### src/hw/rtl/mfcb_pkg.sv
// shared types, constants and helpers for the magnetometer frame check and baseline unit
`timescale 1ns / 1ps

package mfcb_pkg;

    localparam int NUM_AXES    = 9;
    localparam int AXIS_IDX_W  = 4;
    localparam int SAMPLE_W    = 16;
    localparam int TIME_W      = 32;
    localparam int CNT_W       = 11;
    localparam int SPACING_W   = 16;
    localparam int LIMIT_W     = 15;
    localparam int SUM_W       = 27;
    localparam int MAG_W       = SUM_W - 1;
    localparam int STEP_W      = $clog2(MAG_W);
    localparam int ZSUM_W      = SAMPLE_W + 2;
    localparam int MAX_SAMPLES = 1024;

    localparam int APB_ADDR_W  = 4;
    localparam int APB_DATA_W  = 32;
    localparam int S_TDATA_W   = TIME_W + NUM_AXES * SAMPLE_W;
    localparam int M_TDATA_W   = 32;

    // register indexes, taken from paddr[3:2]
    localparam logic [1:0] REG_SAMPLE_COUNT = 2'd0;
    localparam logic [1:0] REG_MIN_SPACING  = 2'd1;
    localparam logic [1:0] REG_RANGE_LIMIT  = 2'd2;

    localparam logic [CNT_W-1:0]     RST_SAMPLE_COUNT = CNT_W'(100);
    localparam logic [SPACING_W-1:0] RST_MIN_SPACING  = SPACING_W'(10);
    localparam logic [LIMIT_W-1:0]   RST_RANGE_LIMIT  = LIMIT_W'(16000);

    // request kinds on s_tuser
    localparam logic REQ_START = 1'b0;
    localparam logic REQ_FRAME = 1'b1;

    localparam logic [AXIS_IDX_W-1:0] LAST_AXIS = AXIS_IDX_W'(NUM_AXES - 1);

    typedef struct packed {
        logic [CNT_W-1:0]     sample_count;
        logic [SPACING_W-1:0] min_spacing;
        logic [LIMIT_W-1:0]   range_limit;
    } cfg_t;

    typedef struct packed {
        logic                       frame_valid;
        logic                       sample_taken;
        logic                       calib_active;
        logic                       calib_done;
        logic                       magnets_flipped;
        logic                       baseline_valid;
        logic [AXIS_IDX_W-1:0]      axis_index;
        logic signed [SAMPLE_W-1:0] baseline_value;
        logic                       last;
    } result_t;

    typedef struct packed {
        logic             start;
        logic             negative;
        logic [MAG_W-1:0] magnitude;
        logic [CNT_W-1:0] divisor;
    } div_cmd_t;

    typedef struct packed {
        logic                       done;
        logic signed [SAMPLE_W-1:0] quotient;
    } div_rsp_t;

    typedef enum logic [2:0] {
        ST_IDLE,
        ST_CHECK,
        ST_DECIDE,
        ST_ACCUM,
        ST_DIV_START,
        ST_DIV_WAIT,
        ST_EMIT
    } seq_state_t;

    // zero counts as one, anything above the cap as the cap
    function automatic logic [CNT_W-1:0] effective_count(input logic [CNT_W-1:0] sc);
        logic [CNT_W-1:0] n;
        n = sc;
        if (sc == '0) begin
            n = CNT_W'(1);
        end else if (sc > CNT_W'(MAX_SAMPLES)) begin
            n = CNT_W'(MAX_SAMPLES);
        end
        return n;
    endfunction

endpackage

### src/hw/rtl/mfcb_apb_regs.sv
// apb configuration registers of the magnetometer frame check and baseline unit
`timescale 1ns / 1ps

module mfcb_apb_regs (
    input  logic                               aclk,
    input  logic                               aresetn,
    input  logic                               psel,
    input  logic                               penable,
    input  logic                               pwrite,
    input  logic [mfcb_pkg::APB_ADDR_W-1:0]    paddr,
    input  logic [mfcb_pkg::APB_DATA_W-1:0]    pwdata,
    output logic [mfcb_pkg::APB_DATA_W-1:0]    prdata,
    output logic                               pready,
    output mfcb_pkg::cfg_t                     cfg
);

    logic [mfcb_pkg::CNT_W-1:0]     sample_count_reg, sample_count_next;
    logic [mfcb_pkg::SPACING_W-1:0] min_spacing_reg, min_spacing_next;
    logic [mfcb_pkg::LIMIT_W-1:0]   range_limit_reg, range_limit_next;
    logic                           wr_en;
    logic [1:0]                     reg_sel;

    assign pready  = 1'b1;
    assign wr_en   = psel & penable & pwrite & pready;
    assign reg_sel = paddr[3:2];

    always_comb begin
        sample_count_next = sample_count_reg;
        min_spacing_next  = min_spacing_reg;
        range_limit_next  = range_limit_reg;
        if (wr_en) begin
            unique case (reg_sel)
                mfcb_pkg::REG_SAMPLE_COUNT: sample_count_next = pwdata[mfcb_pkg::CNT_W-1:0];
                mfcb_pkg::REG_MIN_SPACING:  min_spacing_next  = pwdata[mfcb_pkg::SPACING_W-1:0];
                mfcb_pkg::REG_RANGE_LIMIT:  range_limit_next  = pwdata[mfcb_pkg::LIMIT_W-1:0];
                default: ;
            endcase
        end
    end

    always_ff @(posedge aclk) begin
        if (!aresetn) begin
            sample_count_reg <= mfcb_pkg::RST_SAMPLE_COUNT;
            min_spacing_reg  <= mfcb_pkg::RST_MIN_SPACING;
            range_limit_reg  <= mfcb_pkg::RST_RANGE_LIMIT;
        end else begin
            sample_count_reg <= sample_count_next;
            min_spacing_reg  <= min_spacing_next;
            range_limit_reg  <= range_limit_next;
        end
    end

    always_comb begin
        unique case (reg_sel)
            mfcb_pkg::REG_SAMPLE_COUNT:
                prdata = mfcb_pkg::APB_DATA_W'(sample_count_reg);
            mfcb_pkg::REG_MIN_SPACING:
                prdata = mfcb_pkg::APB_DATA_W'(min_spacing_reg);
            mfcb_pkg::REG_RANGE_LIMIT:
                prdata = mfcb_pkg::APB_DATA_W'(range_limit_reg);
            default:
                prdata = '0;
        endcase
    end

    assign cfg.sample_count = sample_count_reg;
    assign cfg.min_spacing  = min_spacing_reg;
    assign cfg.range_limit  = range_limit_reg;

endmodule

### src/hw/rtl/mfcb_divider.sv
// shared restoring divider, one quotient bit a cycle, sign applied at the end
`timescale 1ns / 1ps

module mfcb_divider (
    input  logic                 aclk,
    input  logic                 aresetn,
    input  mfcb_pkg::div_cmd_t   cmd,
    output mfcb_pkg::div_rsp_t   rsp
);

    logic                             busy_reg, busy_next;
    logic                             done_reg, done_next;
    logic [mfcb_pkg::STEP_W-1:0]      step_reg, step_next;
    logic [mfcb_pkg::MAG_W-1:0]       dvd_reg, dvd_next;
    logic [mfcb_pkg::CNT_W-1:0]       rem_reg, rem_next;
    logic [mfcb_pkg::CNT_W-1:0]       divisor_reg, divisor_next;
    logic                             neg_reg, neg_next;
    logic signed [mfcb_pkg::SAMPLE_W-1:0] quot_reg, quot_next;

    logic [mfcb_pkg::CNT_W:0]         trial;
    logic [mfcb_pkg::CNT_W:0]         diff;
    logic                             ge;
    logic [mfcb_pkg::MAG_W-1:0]       shifted;
    logic [mfcb_pkg::SAMPLE_W-1:0]    q_mag;

    // shift in the next dividend bit and try the subtract
    assign trial   = {rem_reg, dvd_reg[mfcb_pkg::MAG_W-1]};
    assign diff    = trial - {1'b0, divisor_reg};
    assign ge      = (trial >= {1'b0, divisor_reg});
    assign shifted = {dvd_reg[mfcb_pkg::MAG_W-2:0], ge};
    assign q_mag   = shifted[mfcb_pkg::SAMPLE_W-1:0];

    always_comb begin
        busy_next    = busy_reg;
        done_next    = 1'b0;
        step_next    = step_reg;
        dvd_next     = dvd_reg;
        rem_next     = rem_reg;
        divisor_next = divisor_reg;
        neg_next     = neg_reg;
        quot_next    = quot_reg;
        if (cmd.start) begin
            busy_next    = 1'b1;
            step_next    = mfcb_pkg::STEP_W'(mfcb_pkg::MAG_W - 1);
            dvd_next     = cmd.magnitude;
            rem_next     = '0;
            divisor_next = cmd.divisor;
            neg_next     = cmd.negative;
        end else if (busy_reg) begin
            dvd_next = shifted;
            rem_next = ge ? diff[mfcb_pkg::CNT_W-1:0] : trial[mfcb_pkg::CNT_W-1:0];
            step_next = step_reg - 1'b1;
            if (step_reg == '0) begin
                busy_next = 1'b0;
                done_next = 1'b1;
                // truncation toward zero: divide magnitudes, then restore the sign
                quot_next = neg_reg ? $signed(-q_mag) : $signed(q_mag);
            end
        end
    end

    always_ff @(posedge aclk) begin
        if (!aresetn) begin
            busy_reg <= 1'b0;
            done_reg <= 1'b0;
            step_reg <= '0;
        end else begin
            busy_reg <= busy_next;
            done_reg <= done_next;
            step_reg <= step_next;
        end
    end

    always_ff @(posedge aclk) begin
        dvd_reg     <= dvd_next;
        rem_reg     <= rem_next;
        divisor_reg <= divisor_next;
        neg_reg     <= neg_next;
        quot_reg    <= quot_next;
    end

    assign rsp.done     = done_reg;
    assign rsp.quotient = quot_reg;

endmodule

### src/hw/rtl/mfcb_seq.sv
// sequencer: frame check, sum update, baseline division and result emission
`timescale 1ns / 1ps

module mfcb_seq (
    input  logic                                aclk,
    input  logic                                aresetn,
    input  mfcb_pkg::cfg_t                      cfg,
    input  logic                                item_start,
    input  logic                                item_req,
    input  logic [mfcb_pkg::S_TDATA_W-1:0]      item_data,
    output logic                                item_ready,
    output logic                                res_valid,
    output mfcb_pkg::result_t                   res,
    input  logic                                res_load
);

    localparam int SW = mfcb_pkg::SAMPLE_W;

    mfcb_pkg::seq_state_t state_reg, state_next;

    logic [mfcb_pkg::AXIS_IDX_W-1:0]                idx_reg, idx_next;
    logic [mfcb_pkg::TIME_W-1:0]                    time_reg, time_next;
    logic [mfcb_pkg::NUM_AXES-1:0][SW-1:0]          samp_reg, samp_next;
    logic [mfcb_pkg::NUM_AXES-1:0][mfcb_pkg::SUM_W-1:0] sums_reg, sums_next;
    logic [mfcb_pkg::NUM_AXES-1:0][SW-1:0]          base_reg, base_next;
    logic [mfcb_pkg::CNT_W-1:0]                     cnt_reg, cnt_next;
    logic [mfcb_pkg::TIME_W-1:0]                    last_time_reg, last_time_next;
    logic                                           active_reg, active_next;
    logic                                           done_reg, done_next;
    logic                                           flipped_reg, flipped_next;
    logic                                           over_reg, over_next;
    logic [2:0]                                     live_reg, live_next;
    logic                                           valid_reg, valid_next;
    logic                                           taken_reg, taken_next;
    logic                                           finish_reg, finish_next;
    logic signed [mfcb_pkg::ZSUM_W-1:0]             zsum_reg, zsum_next;

    logic [SW-1:0]                                  cur;
    logic signed [SW:0]                             cur_ext;
    logic [SW:0]                                    cur_mag;
    logic [1:0]                                     sensor;
    logic                                           frame_ok;
    logic [mfcb_pkg::TIME_W-1:0]                    dt;
    logic                                           too_soon;
    logic [mfcb_pkg::CNT_W-1:0]                     cnt_inc;
    logic [mfcb_pkg::CNT_W-1:0]                     n_eff;
    logic [mfcb_pkg::SUM_W-1:0]                     cur_sum;
    logic [mfcb_pkg::SUM_W-1:0]                     sum_mag;
    logic                                           z_axis;
    logic signed [mfcb_pkg::ZSUM_W-1:0]             zsum_add;
    logic                                           out_last;
    mfcb_pkg::div_cmd_t                             div_cmd;
    mfcb_pkg::div_rsp_t                             div_rsp;

    mfcb_divider u_div (
        .aclk    (aclk),
        .aresetn (aresetn),
        .cmd     (div_cmd),
        .rsp     (div_rsp)
    );

    // per-axis views at the current index
    assign cur      = samp_reg[idx_reg];
    assign cur_ext  = {cur[SW-1], cur};
    assign cur_mag  = cur[SW-1] ? $unsigned(-cur_ext) : $unsigned(cur_ext);
    assign frame_ok = !over_reg && (&live_reg);
    assign dt       = time_reg - last_time_reg;
    assign too_soon = (last_time_reg != '0) &&
                      (dt < mfcb_pkg::TIME_W'(cfg.min_spacing));
    assign cnt_inc  = cnt_reg + 1'b1;
    assign n_eff    = mfcb_pkg::effective_count(cfg.sample_count);
    assign cur_sum  = sums_reg[idx_reg];
    assign sum_mag  = cur_sum[mfcb_pkg::SUM_W-1] ? -cur_sum : cur_sum;
    assign zsum_add = zsum_reg + {{2{div_rsp.quotient[SW-1]}}, div_rsp.quotient};
    assign out_last = !finish_reg || (idx_reg == mfcb_pkg::LAST_AXIS);

    always_comb begin
        case (idx_reg) inside
            [4'd0:4'd2]: sensor = 2'd0;
            [4'd3:4'd5]: sensor = 2'd1;
            default:     sensor = 2'd2;
        endcase
    end

    always_comb begin
        case (idx_reg) inside
            4'd2, 4'd5, 4'd8: z_axis = 1'b1;
            default:          z_axis = 1'b0;
        endcase
    end

    // next state
    always_comb begin
        state_next = state_reg;
        unique case (state_reg)
            mfcb_pkg::ST_IDLE: begin
                if (item_start) begin
                    state_next = (item_req == mfcb_pkg::REQ_START) ?
                                 mfcb_pkg::ST_EMIT : mfcb_pkg::ST_CHECK;
                end
            end
            mfcb_pkg::ST_CHECK: begin
                if (idx_reg == mfcb_pkg::LAST_AXIS) begin
                    state_next = mfcb_pkg::ST_DECIDE;
                end
            end
            mfcb_pkg::ST_DECIDE: begin
                state_next = (active_reg && !too_soon && frame_ok) ?
                             mfcb_pkg::ST_ACCUM : mfcb_pkg::ST_EMIT;
            end
            mfcb_pkg::ST_ACCUM: begin
                if (idx_reg == mfcb_pkg::LAST_AXIS) begin
                    state_next = finish_reg ? mfcb_pkg::ST_DIV_START : mfcb_pkg::ST_EMIT;
                end
            end
            mfcb_pkg::ST_DIV_START: begin
                state_next = mfcb_pkg::ST_DIV_WAIT;
            end
            mfcb_pkg::ST_DIV_WAIT: begin
                if (div_rsp.done) begin
                    state_next = (idx_reg == mfcb_pkg::LAST_AXIS) ?
                                 mfcb_pkg::ST_EMIT : mfcb_pkg::ST_DIV_START;
                end
            end
            mfcb_pkg::ST_EMIT: begin
                if (res_load && out_last) begin
                    state_next = mfcb_pkg::ST_IDLE;
                end
            end
            default: state_next = mfcb_pkg::ST_IDLE;
        endcase
    end

    // datapath updates
    always_comb begin
        idx_next       = idx_reg;
        time_next      = time_reg;
        samp_next      = samp_reg;
        sums_next      = sums_reg;
        base_next      = base_reg;
        cnt_next       = cnt_reg;
        last_time_next = last_time_reg;
        active_next    = active_reg;
        done_next      = done_reg;
        flipped_next   = flipped_reg;
        over_next      = over_reg;
        live_next      = live_reg;
        valid_next     = valid_reg;
        taken_next     = taken_reg;
        finish_next    = finish_reg;
        zsum_next      = zsum_reg;
        unique case (state_reg)
            mfcb_pkg::ST_IDLE: begin
                if (item_start) begin
                    idx_next    = '0;
                    time_next   = item_data[mfcb_pkg::TIME_W-1:0];
                    samp_next   = item_data[mfcb_pkg::S_TDATA_W-1:mfcb_pkg::TIME_W];
                    over_next   = 1'b0;
                    live_next   = '0;
                    valid_next  = 1'b0;
                    taken_next  = 1'b0;
                    finish_next = 1'b0;
                    if (item_req == mfcb_pkg::REQ_START) begin
                        sums_next      = '0;
                        cnt_next       = '0;
                        last_time_next = '0;
                        active_next    = 1'b1;
                        done_next      = 1'b0;
                    end
                end
            end
            mfcb_pkg::ST_CHECK: begin
                // one axis a cycle through the shared magnitude compare
                if (cur_mag > (SW + 1)'(cfg.range_limit)) begin
                    over_next = 1'b1;
                end
                if (cur != '0) begin
                    live_next[sensor] = 1'b1;
                end
                idx_next = (idx_reg == mfcb_pkg::LAST_AXIS) ? '0 : idx_reg + 1'b1;
            end
            mfcb_pkg::ST_DECIDE: begin
                valid_next = frame_ok;
                idx_next   = '0;
                if (active_reg && !too_soon) begin
                    last_time_next = time_reg;
                    if (frame_ok) begin
                        taken_next = 1'b1;
                        cnt_next   = cnt_inc;
                        if (cnt_inc >= n_eff) begin
                            finish_next = 1'b1;
                            active_next = 1'b0;
                            done_next   = 1'b1;
                        end
                    end
                end
            end
            mfcb_pkg::ST_ACCUM: begin
                sums_next[idx_reg] = cur_sum +
                    {{(mfcb_pkg::SUM_W - SW){cur[SW-1]}}, cur};
                idx_next  = (idx_reg == mfcb_pkg::LAST_AXIS) ? '0 : idx_reg + 1'b1;
                zsum_next = '0;
            end
            mfcb_pkg::ST_DIV_START: ;
            mfcb_pkg::ST_DIV_WAIT: begin
                if (div_rsp.done) begin
                    base_next[idx_reg] = div_rsp.quotient;
                    if (z_axis) begin
                        zsum_next = zsum_add;
                    end
                    if (idx_reg == mfcb_pkg::LAST_AXIS) begin
                        flipped_next = (zsum_add > 0);
                        idx_next     = '0;
                    end else begin
                        idx_next = idx_reg + 1'b1;
                    end
                end
            end
            mfcb_pkg::ST_EMIT: begin
                if (res_load && !out_last) begin
                    idx_next = idx_reg + 1'b1;
                end
            end
            default: ;
        endcase
    end

    // outputs
    always_comb begin
        item_ready       = 1'b0;
        res_valid        = 1'b0;
        div_cmd.start    = 1'b0;
        div_cmd.negative = cur_sum[mfcb_pkg::SUM_W-1];
        div_cmd.magnitude = sum_mag[mfcb_pkg::MAG_W-1:0];
        div_cmd.divisor  = n_eff;
        unique case (state_reg)
            mfcb_pkg::ST_IDLE:      item_ready    = 1'b1;
            mfcb_pkg::ST_DIV_START: div_cmd.start = 1'b1;
            mfcb_pkg::ST_EMIT:      res_valid     = 1'b1;
            default: ;
        endcase
    end

    assign res.frame_valid     = valid_reg;
    assign res.sample_taken    = taken_reg;
    assign res.calib_active    = active_reg;
    assign res.calib_done      = done_reg;
    assign res.magnets_flipped = flipped_reg;
    assign res.baseline_valid  = finish_reg;
    assign res.axis_index      = finish_reg ? idx_reg : '0;
    assign res.baseline_value  = finish_reg ? $signed(base_reg[idx_reg]) : '0;
    assign res.last            = out_last;

    always_ff @(posedge aclk) begin
        if (!aresetn) begin
            state_reg     <= mfcb_pkg::ST_IDLE;
            idx_reg       <= '0;
            sums_reg      <= '0;
            base_reg      <= '0;
            cnt_reg       <= '0;
            last_time_reg <= '0;
            active_reg    <= 1'b0;
            done_reg      <= 1'b0;
            flipped_reg   <= 1'b0;
            finish_reg    <= 1'b0;
        end else begin
            state_reg     <= state_next;
            idx_reg       <= idx_next;
            sums_reg      <= sums_next;
            base_reg      <= base_next;
            cnt_reg       <= cnt_next;
            last_time_reg <= last_time_next;
            active_reg    <= active_next;
            done_reg      <= done_next;
            flipped_reg   <= flipped_next;
            finish_reg    <= finish_next;
        end
    end

    always_ff @(posedge aclk) begin
        time_reg  <= time_next;
        samp_reg  <= samp_next;
        over_reg  <= over_next;
        live_reg  <= live_next;
        valid_reg <= valid_next;
        taken_reg <= taken_next;
        zsum_reg  <= zsum_next;
    end

endmodule

### src/hw/rtl/magnetometer_frame_check_and_baseline_unit.sv
// top level of the magnetometer frame check and baseline unit
`timescale 1ns / 1ps

// takes one item per transfer on the s_ side: a start-calibration request (s_tuser low)
// or a frame of nine signed axis samples with a millisecond timestamp (s_tuser high).
// a frame is checked one axis a cycle for range and dead sensors, then, if it passes,
// while calibrating and spaced far enough from the last recorded sample, added to the
// running sums one axis a cycle through a single adder. the frame that completes the
// count also runs nine divisions through one shared restoring divider that yields one
// quotient bit a cycle, and then gives nine result transfers, one per axis in input
// order, with m_tlast on the ninth. s_tready is high only while no item is in work; a
// finished result sits in the output register so the next item may be taken while it
// waits. configuration is written through the apb port; the user must do so only while
// idle, the block itself does not enforce this.
module magnetometer_frame_check_and_baseline_unit (
    input  logic                                aclk,
    input  logic                                aresetn,
    // input stream
    input  logic                                s_tvalid,
    output logic                                s_tready,
    // time_ms [31:0], bottom_x, bottom_y, bottom_z, left_x, left_y, left_z,
    // right_x, right_y, right_z, 16 bits each from bit 32 up
    input  logic [mfcb_pkg::S_TDATA_W-1:0]      s_tdata,
    // req_type [0]: 0 start calibration, 1 sensor frame
    input  logic [0:0]                          s_tuser,
    // result stream
    output logic                                m_tvalid,
    input  logic                                m_tready,
    // frame_valid [0], sample_taken [1], calib_active [2], calib_done [3],
    // magnets_flipped [4], axis_index [8:5], baseline_value [24:9], zeros above
    output logic [mfcb_pkg::M_TDATA_W-1:0]      m_tdata,
    // baseline_valid [0]
    output logic [0:0]                          m_tuser,
    output logic                                m_tlast,
    // configuration
    input  logic                                psel,
    input  logic                                penable,
    input  logic                                pwrite,
    input  logic [mfcb_pkg::APB_ADDR_W-1:0]     paddr,
    input  logic [mfcb_pkg::APB_DATA_W-1:0]     pwdata,
    output logic [mfcb_pkg::APB_DATA_W-1:0]     prdata,
    output logic                                pready
);

    mfcb_pkg::cfg_t     cfg;
    mfcb_pkg::result_t  res;
    logic               res_valid;
    logic               res_load;
    logic               item_ready;
    logic               item_start;

    // output register, parts the sequencer from the result side
    logic               out_valid_reg, out_valid_next;
    mfcb_pkg::result_t  out_reg, out_next;

    mfcb_apb_regs u_regs (
        .aclk    (aclk),
        .aresetn (aresetn),
        .psel    (psel),
        .penable (penable),
        .pwrite  (pwrite),
        .paddr   (paddr),
        .pwdata  (pwdata),
        .prdata  (prdata),
        .pready  (pready),
        .cfg     (cfg)
    );

    assign s_tready   = item_ready;
    assign item_start = s_tvalid & item_ready;

    mfcb_seq u_seq (
        .aclk       (aclk),
        .aresetn    (aresetn),
        .cfg        (cfg),
        .item_start (item_start),
        .item_req   (s_tuser[0]),
        .item_data  (s_tdata),
        .item_ready (item_ready),
        .res_valid  (res_valid),
        .res        (res),
        .res_load   (res_load)
    );

    // load a new result when the register is empty or being emptied this cycle
    assign res_load = res_valid && (!out_valid_reg || m_tready);

    always_comb begin
        out_valid_next = out_valid_reg;
        out_next       = out_reg;
        if (res_load) begin
            out_valid_next = 1'b1;
            out_next       = res;
        end else if (m_tready) begin
            out_valid_next = 1'b0;
        end
    end

    always_ff @(posedge aclk) begin
        if (!aresetn) begin
            out_valid_reg <= 1'b0;
        end else begin
            out_valid_reg <= out_valid_next;
        end
    end

    always_ff @(posedge aclk) begin
        out_reg <= out_next;
    end

    assign m_tvalid = out_valid_reg;
    assign m_tdata  = {7'd0,
                       out_reg.baseline_value,
                       out_reg.axis_index,
                       out_reg.magnets_flipped,
                       out_reg.calib_done,
                       out_reg.calib_active,
                       out_reg.sample_taken,
                       out_reg.frame_valid};
    assign m_tuser  = out_reg.baseline_valid;
    assign m_tlast  = out_reg.last;

endmodule

### config.mk
export PLATFORM = sky130hd
export DESIGN_NAME = magnetometer_frame_check_and_baseline_unit
export DESIGN_NICKNAME = d
export VERILOG_FILES = /design/src/hw/rtl/mfcb_pkg.sv /design/src/hw/rtl/mfcb_apb_regs.sv /design/src/hw/rtl/mfcb_divider.sv /design/src/hw/rtl/mfcb_seq.sv /design/src/hw/rtl/magnetometer_frame_check_and_baseline_unit.sv
export SDC_FILE = /design/constraint.sdc
export NUM_CORES = 2
export LEC_CHECK = 0
export BUFFER_PORTS_ARGS = -buffer_cell sky130_fd_sc_hd__buf_2
export CAP_MARGIN = 20
export CORE_MARGIN = 2
export CORE_UTILIZATION = 45
export CTS_CLUSTER_SIZE = 25
export DETAILED_ROUTE_END_ITERATION = 16
export PLACE_DENSITY = 0.67
export SYNTH_ARGS = -nofsm -noshare
export SYNTH_HDL_FRONTEND = slang
export SYNTH_HIERARCHICAL = 1
export SYNTH_SLANG_ARGS = --single-unit
export TNS_END_PERCENT = 10
### constraint.sdc
create_clock -name aclk -period 8.6 [get_ports aclk]
set_clock_uncertainty 0.05 [all_clocks]
set_input_delay 0.43 -clock aclk [delete_from_list [all_inputs] [get_ports aclk]]
set_output_delay 0.43 -clock aclk [all_outputs]
set_load 0.02 [all_outputs]
==> summary.txt <==
Setup path
  • Worst r2r path cells: 17
  • R2r setup slk: 2.21 ns
  • Worst Setup Start Kind: flip-flop
  • Crit Path Category: reg -> reg
  • Crit path DAT: 6.81 ns
  • Worst path required time: 9.02 ns
  • Slowest-stage cell, CP: dfxtp_4
  • CP max FO: 49
  • Worst setup startpoint: u_seq/idx_reg[2]
  • Cell family with the largest share of critical-path delay: compound AO/OA/AOI/OAI gates
  • Critical Path, Cell by Cell: buf_4 -> buf_4 -> mux4_2 -> a21oi_1 -> o22ai_1 -> ha_1 -> o21ai_0 -> a21boi_0 -> o21ai_0 -> a41oi_1 -> nor4_1 -> nor3_1 -> a2111o_1 -> a21oi_1 -> xnor2_1 -> a2bb2oi_1 -> nor2_1
  • Crit end category: flip-flop
  • R2R Path Start: u_seq/idx_reg[2]
  • Worst r2r dst: u_seq/sums_reg[80]
  • Worst path depth: 17
  • CP peak stage delay: 0.91 ns
  • Buf+Inv Stages, Crit Path: 2

Drt
  • Routed Antenna Nets: 0
  • Routed vias/inst: 5.712
  • DR iter-0 viols: 3103
  • Vias: 32.32k
  • Pre-antenna DRT Iters: 6
  • Drt drc: 0
  • DR WL/cell: 20.00 µm
  • Final WL: 113200 µm

Clock tree
  • CTS max path bufs: 3
  • TritonCTS buffer count: 84
  • H-Tree Depth: 3
  • Clock Latency Late Sink: 0.67 ns
  • CTS root buf: clkbuf_16
  • Cts repair resizes: 0
  • CTS tree: done
  • Clock Sinks: 783
  • Hold buffers post-CTS: 183
  • Number of setup buffers added after CTS: 0
  • Clock slew at reported path FFs: 0.06 ns

STA
  • Crit path time final: 6.389 ns
  • Tcrit/Tclk final: 74.29%
  • Upper clock frequency limit: 156.5 MHz
  • RSZ-0062 raised after global routing: no
  • Count of final setup violators: 0
  • Slew of the pin with the lowest slew margin: 1.185 ns
  • Setup_tns: 0 ns
  • Relative slew slack: 20.99%
  • Final critical-path setup slack: 2.211 ns
  • Max-slew violation count: 0
  • Hold Fails Final Rpt: 0

Worst hold path
  • Hold Startpoint: pwdata[14]
  • Hold path depth: 3
  • HP Class: in -> reg
  • Hold EP: u_regs/min_spacing_reg[14]

Power and ir drop
  • Internal power: 7.951 mW
  • Power Density: 277.3 nW/µm²
  • Power share of the combinational group: 33.5%
  • Switching share of total power: 37.41%
  • Seq pwr share: 37.2%
  • Clock power frac: 29.3%
  • Peak supply drop: 0.0002531 V
  • Net Switching: 4.753 mW
  • Leak Pwr: 16.80 nW

Yosys
  • Synth Area in Simple Gates: 15.43%
  • Yosys top cell area share: 25.65%
  • Seq cells post-synth: 783
  • Mux share of post-synthesis cell area: 9.331%
  • Post-synthesis xor/xnor area fraction: 2.973%
  • YS warnings: 6
  • Largest family of logic cells by synthesized area: compound AO/OA/AOI/OAI gates
  • Syn Inst Count: 4148
  • Synth Area in Compound Gates: 15.73%
  • Syn avg cell area: 9.446 µm²
  • Post-Synth Adder-Cell Area: 4.579%
  • Synth Flop Type: dfxtp_1
  • Yosys cell types: 87
  • Synth top area cells: dfxtp_1 (26%), edfxtp_1 (22%), nand2_1 (5.5%), mux2i_1 (5.4%), nor2_1 (4.7%)
  • Sequential share of the synthesized area: 47.19%
  • Synth area leader: dfxtp_1
  • EDFF count, synth: 281
  • Asr flop ratio synth: 0%
  • Post-Synthesis Cell Area: 39180 µm²

Global route
  • Gr usage total: 24.47%
  • Initial antenna violation count: 5
  • M2 GR Usage: 40.28%
  • First-pass GRT wire length: 174000 µm
  • Gr ovfl total: 0
  • Busiest grt layer: met2
  • Vias in the first global route: 30.66k
  • GR Util met1: 33.17%
  • Largest net degree at the start of global routing: 226
  • Grt met3 use: 3.537%

Finish
  • Fin nets: 4791
  • Commonest non-fill, non-tap cells in the layout: nand2_1 (569), dfxtp_1 (498), nor2_1 (474), a21oi_1 (329), edfxtp_1 (281)
  • Max reg flops: 243
  • Area growth syn-to-layout: 16.93%
  • Most common cell after layout, fill and taps aside: nand2_1
  • Layout cell share with drive strength beyond 1: 12.27%
  • Design Area, Final: 45820 µm²
  • End-of-flow core utilization: 52.98%
  • Final Non-Filler Cells: 5658
  • Final-layout fill cell count: 7773

Floorplan
  • Core area: 86480 µm²
  • IO Count: 289
  • Die Y: 299.1 µm
  • Initial Util: 45.30%
  • Row count: 108
  • Width of the die: 299.1 µm
  • DIE AREA: 89440 µm²

Flow run
  • Max Cap Viol: 0

Outcome
  • Outcome: finished, final reports clean

Placed design
  • Placed cells: 5314
  • Dpl ws: 2.471 ns
  • # port buffers: 246
  • Final HPWL DP: 69120 µm
  • Placer congestion estimate: 0.9034
  • Placed instance area: 41100 µm²
## metal layers
layer / vias up / routed length (µm)
met1: 15550 / 48220
met5: - / 10
met2: 1246 / 53570
met4: 2 / 2917
li1: 15310 / -
met3: 211 / 8442
## area by class of cell
cell class / count / area, µm² / area share [%]
timing repair buffer: 471 / 3457 / 7.546
multi-input combinational: 2951 / 19030 / 41.54
clock inverter: 42 / 524.3 / 1.144
antenna: 3 / 7.507 / 0.01639
clock buffer: 114 / 2316 / 5.055
inverter: 139 / 534.3 / 1.166
sequential: 783 / 18500 / 40.38
tap: 1155 / 1445 / 3.154
## stage by stage
| stage | power [mW] | hold slack (ns) |
|---|---|---|
| 6_report | 12.70 | 0.03231 |
| 4_1_cts | 12.64 | 0.002468 |
| 3_3_place_gp | 8.779 | 0.3632 |
| 2_1_floorplan | 7.614 | 0.3831 |
| 5_1_grt | 13.28 | 0.01699 |
| 3_5_place_dp | 8.850 | 0.3617 |
## how the worst max path moves through the flow
| stage | to | slack, ns |
|---|---|---|
| after global routing | u_seq/sums_reg[80] | 1.93 |
| final | u_seq/sums_reg[80] | 2.21 |
| after floorplan | u_seq/sums_reg[107] | 3.15 |
| after CTS | u_seq/sums_reg[242] | 2.37 |
| after global placement | u_seq/sums_reg[26] | 2.52 |
| after detailed placement | u_seq/sums_reg[242] | 2.47 |
## cell usage after synthesis (22+ instances only)
cell,instances
nand2_1,572
mux2_2,30
a21oi_1,329
buf_4,39
mux2i_1,210
and3_1,24
nor2_1,489
a22oi_1,219
clkbuf_1,198
buf_2,24
nor3_1,28
buf_1,26
nand2b_1,27
dfxtp_1,502
a21o_1,31
o22ai_1,62
ha_1,137
nand3_1,86
nor2b_1,30
edfxtp_1,281
xnor2_1,87
and2_1,46
mux4_2,54
inv_1,132
a22o_1,22
xor2_1,46
o21a_1,27
o21ai_0,102
## cell families after synthesis
family / count (synthesis)
xor+xnor: 133
mux: 294
other cells: 3
simple gates: 1395
compound gates: 964
flops: 783
fa+ha+maj: 141
buf+inv: 435
## power by group through the flow
stage          registers [mW]  clock network, mW  logic [mW]
2_1_floorplan            4.70                  0        2.91
3_3_place_gp             4.77                  0        4.01
3_5_place_dp             4.78                  0        4.07
4_1_cts                  4.71               3.78        4.15
5_1_grt                  4.76               3.93        4.59
6_report                 4.72               3.73        4.26
## tightest hold or removal path, stage by stage
cell     delay (ns)
buf_2          0.11
nand2_1        0.08
mux2i_1        0.07
No activity file was read; power rests on OpenSTA's default activity.
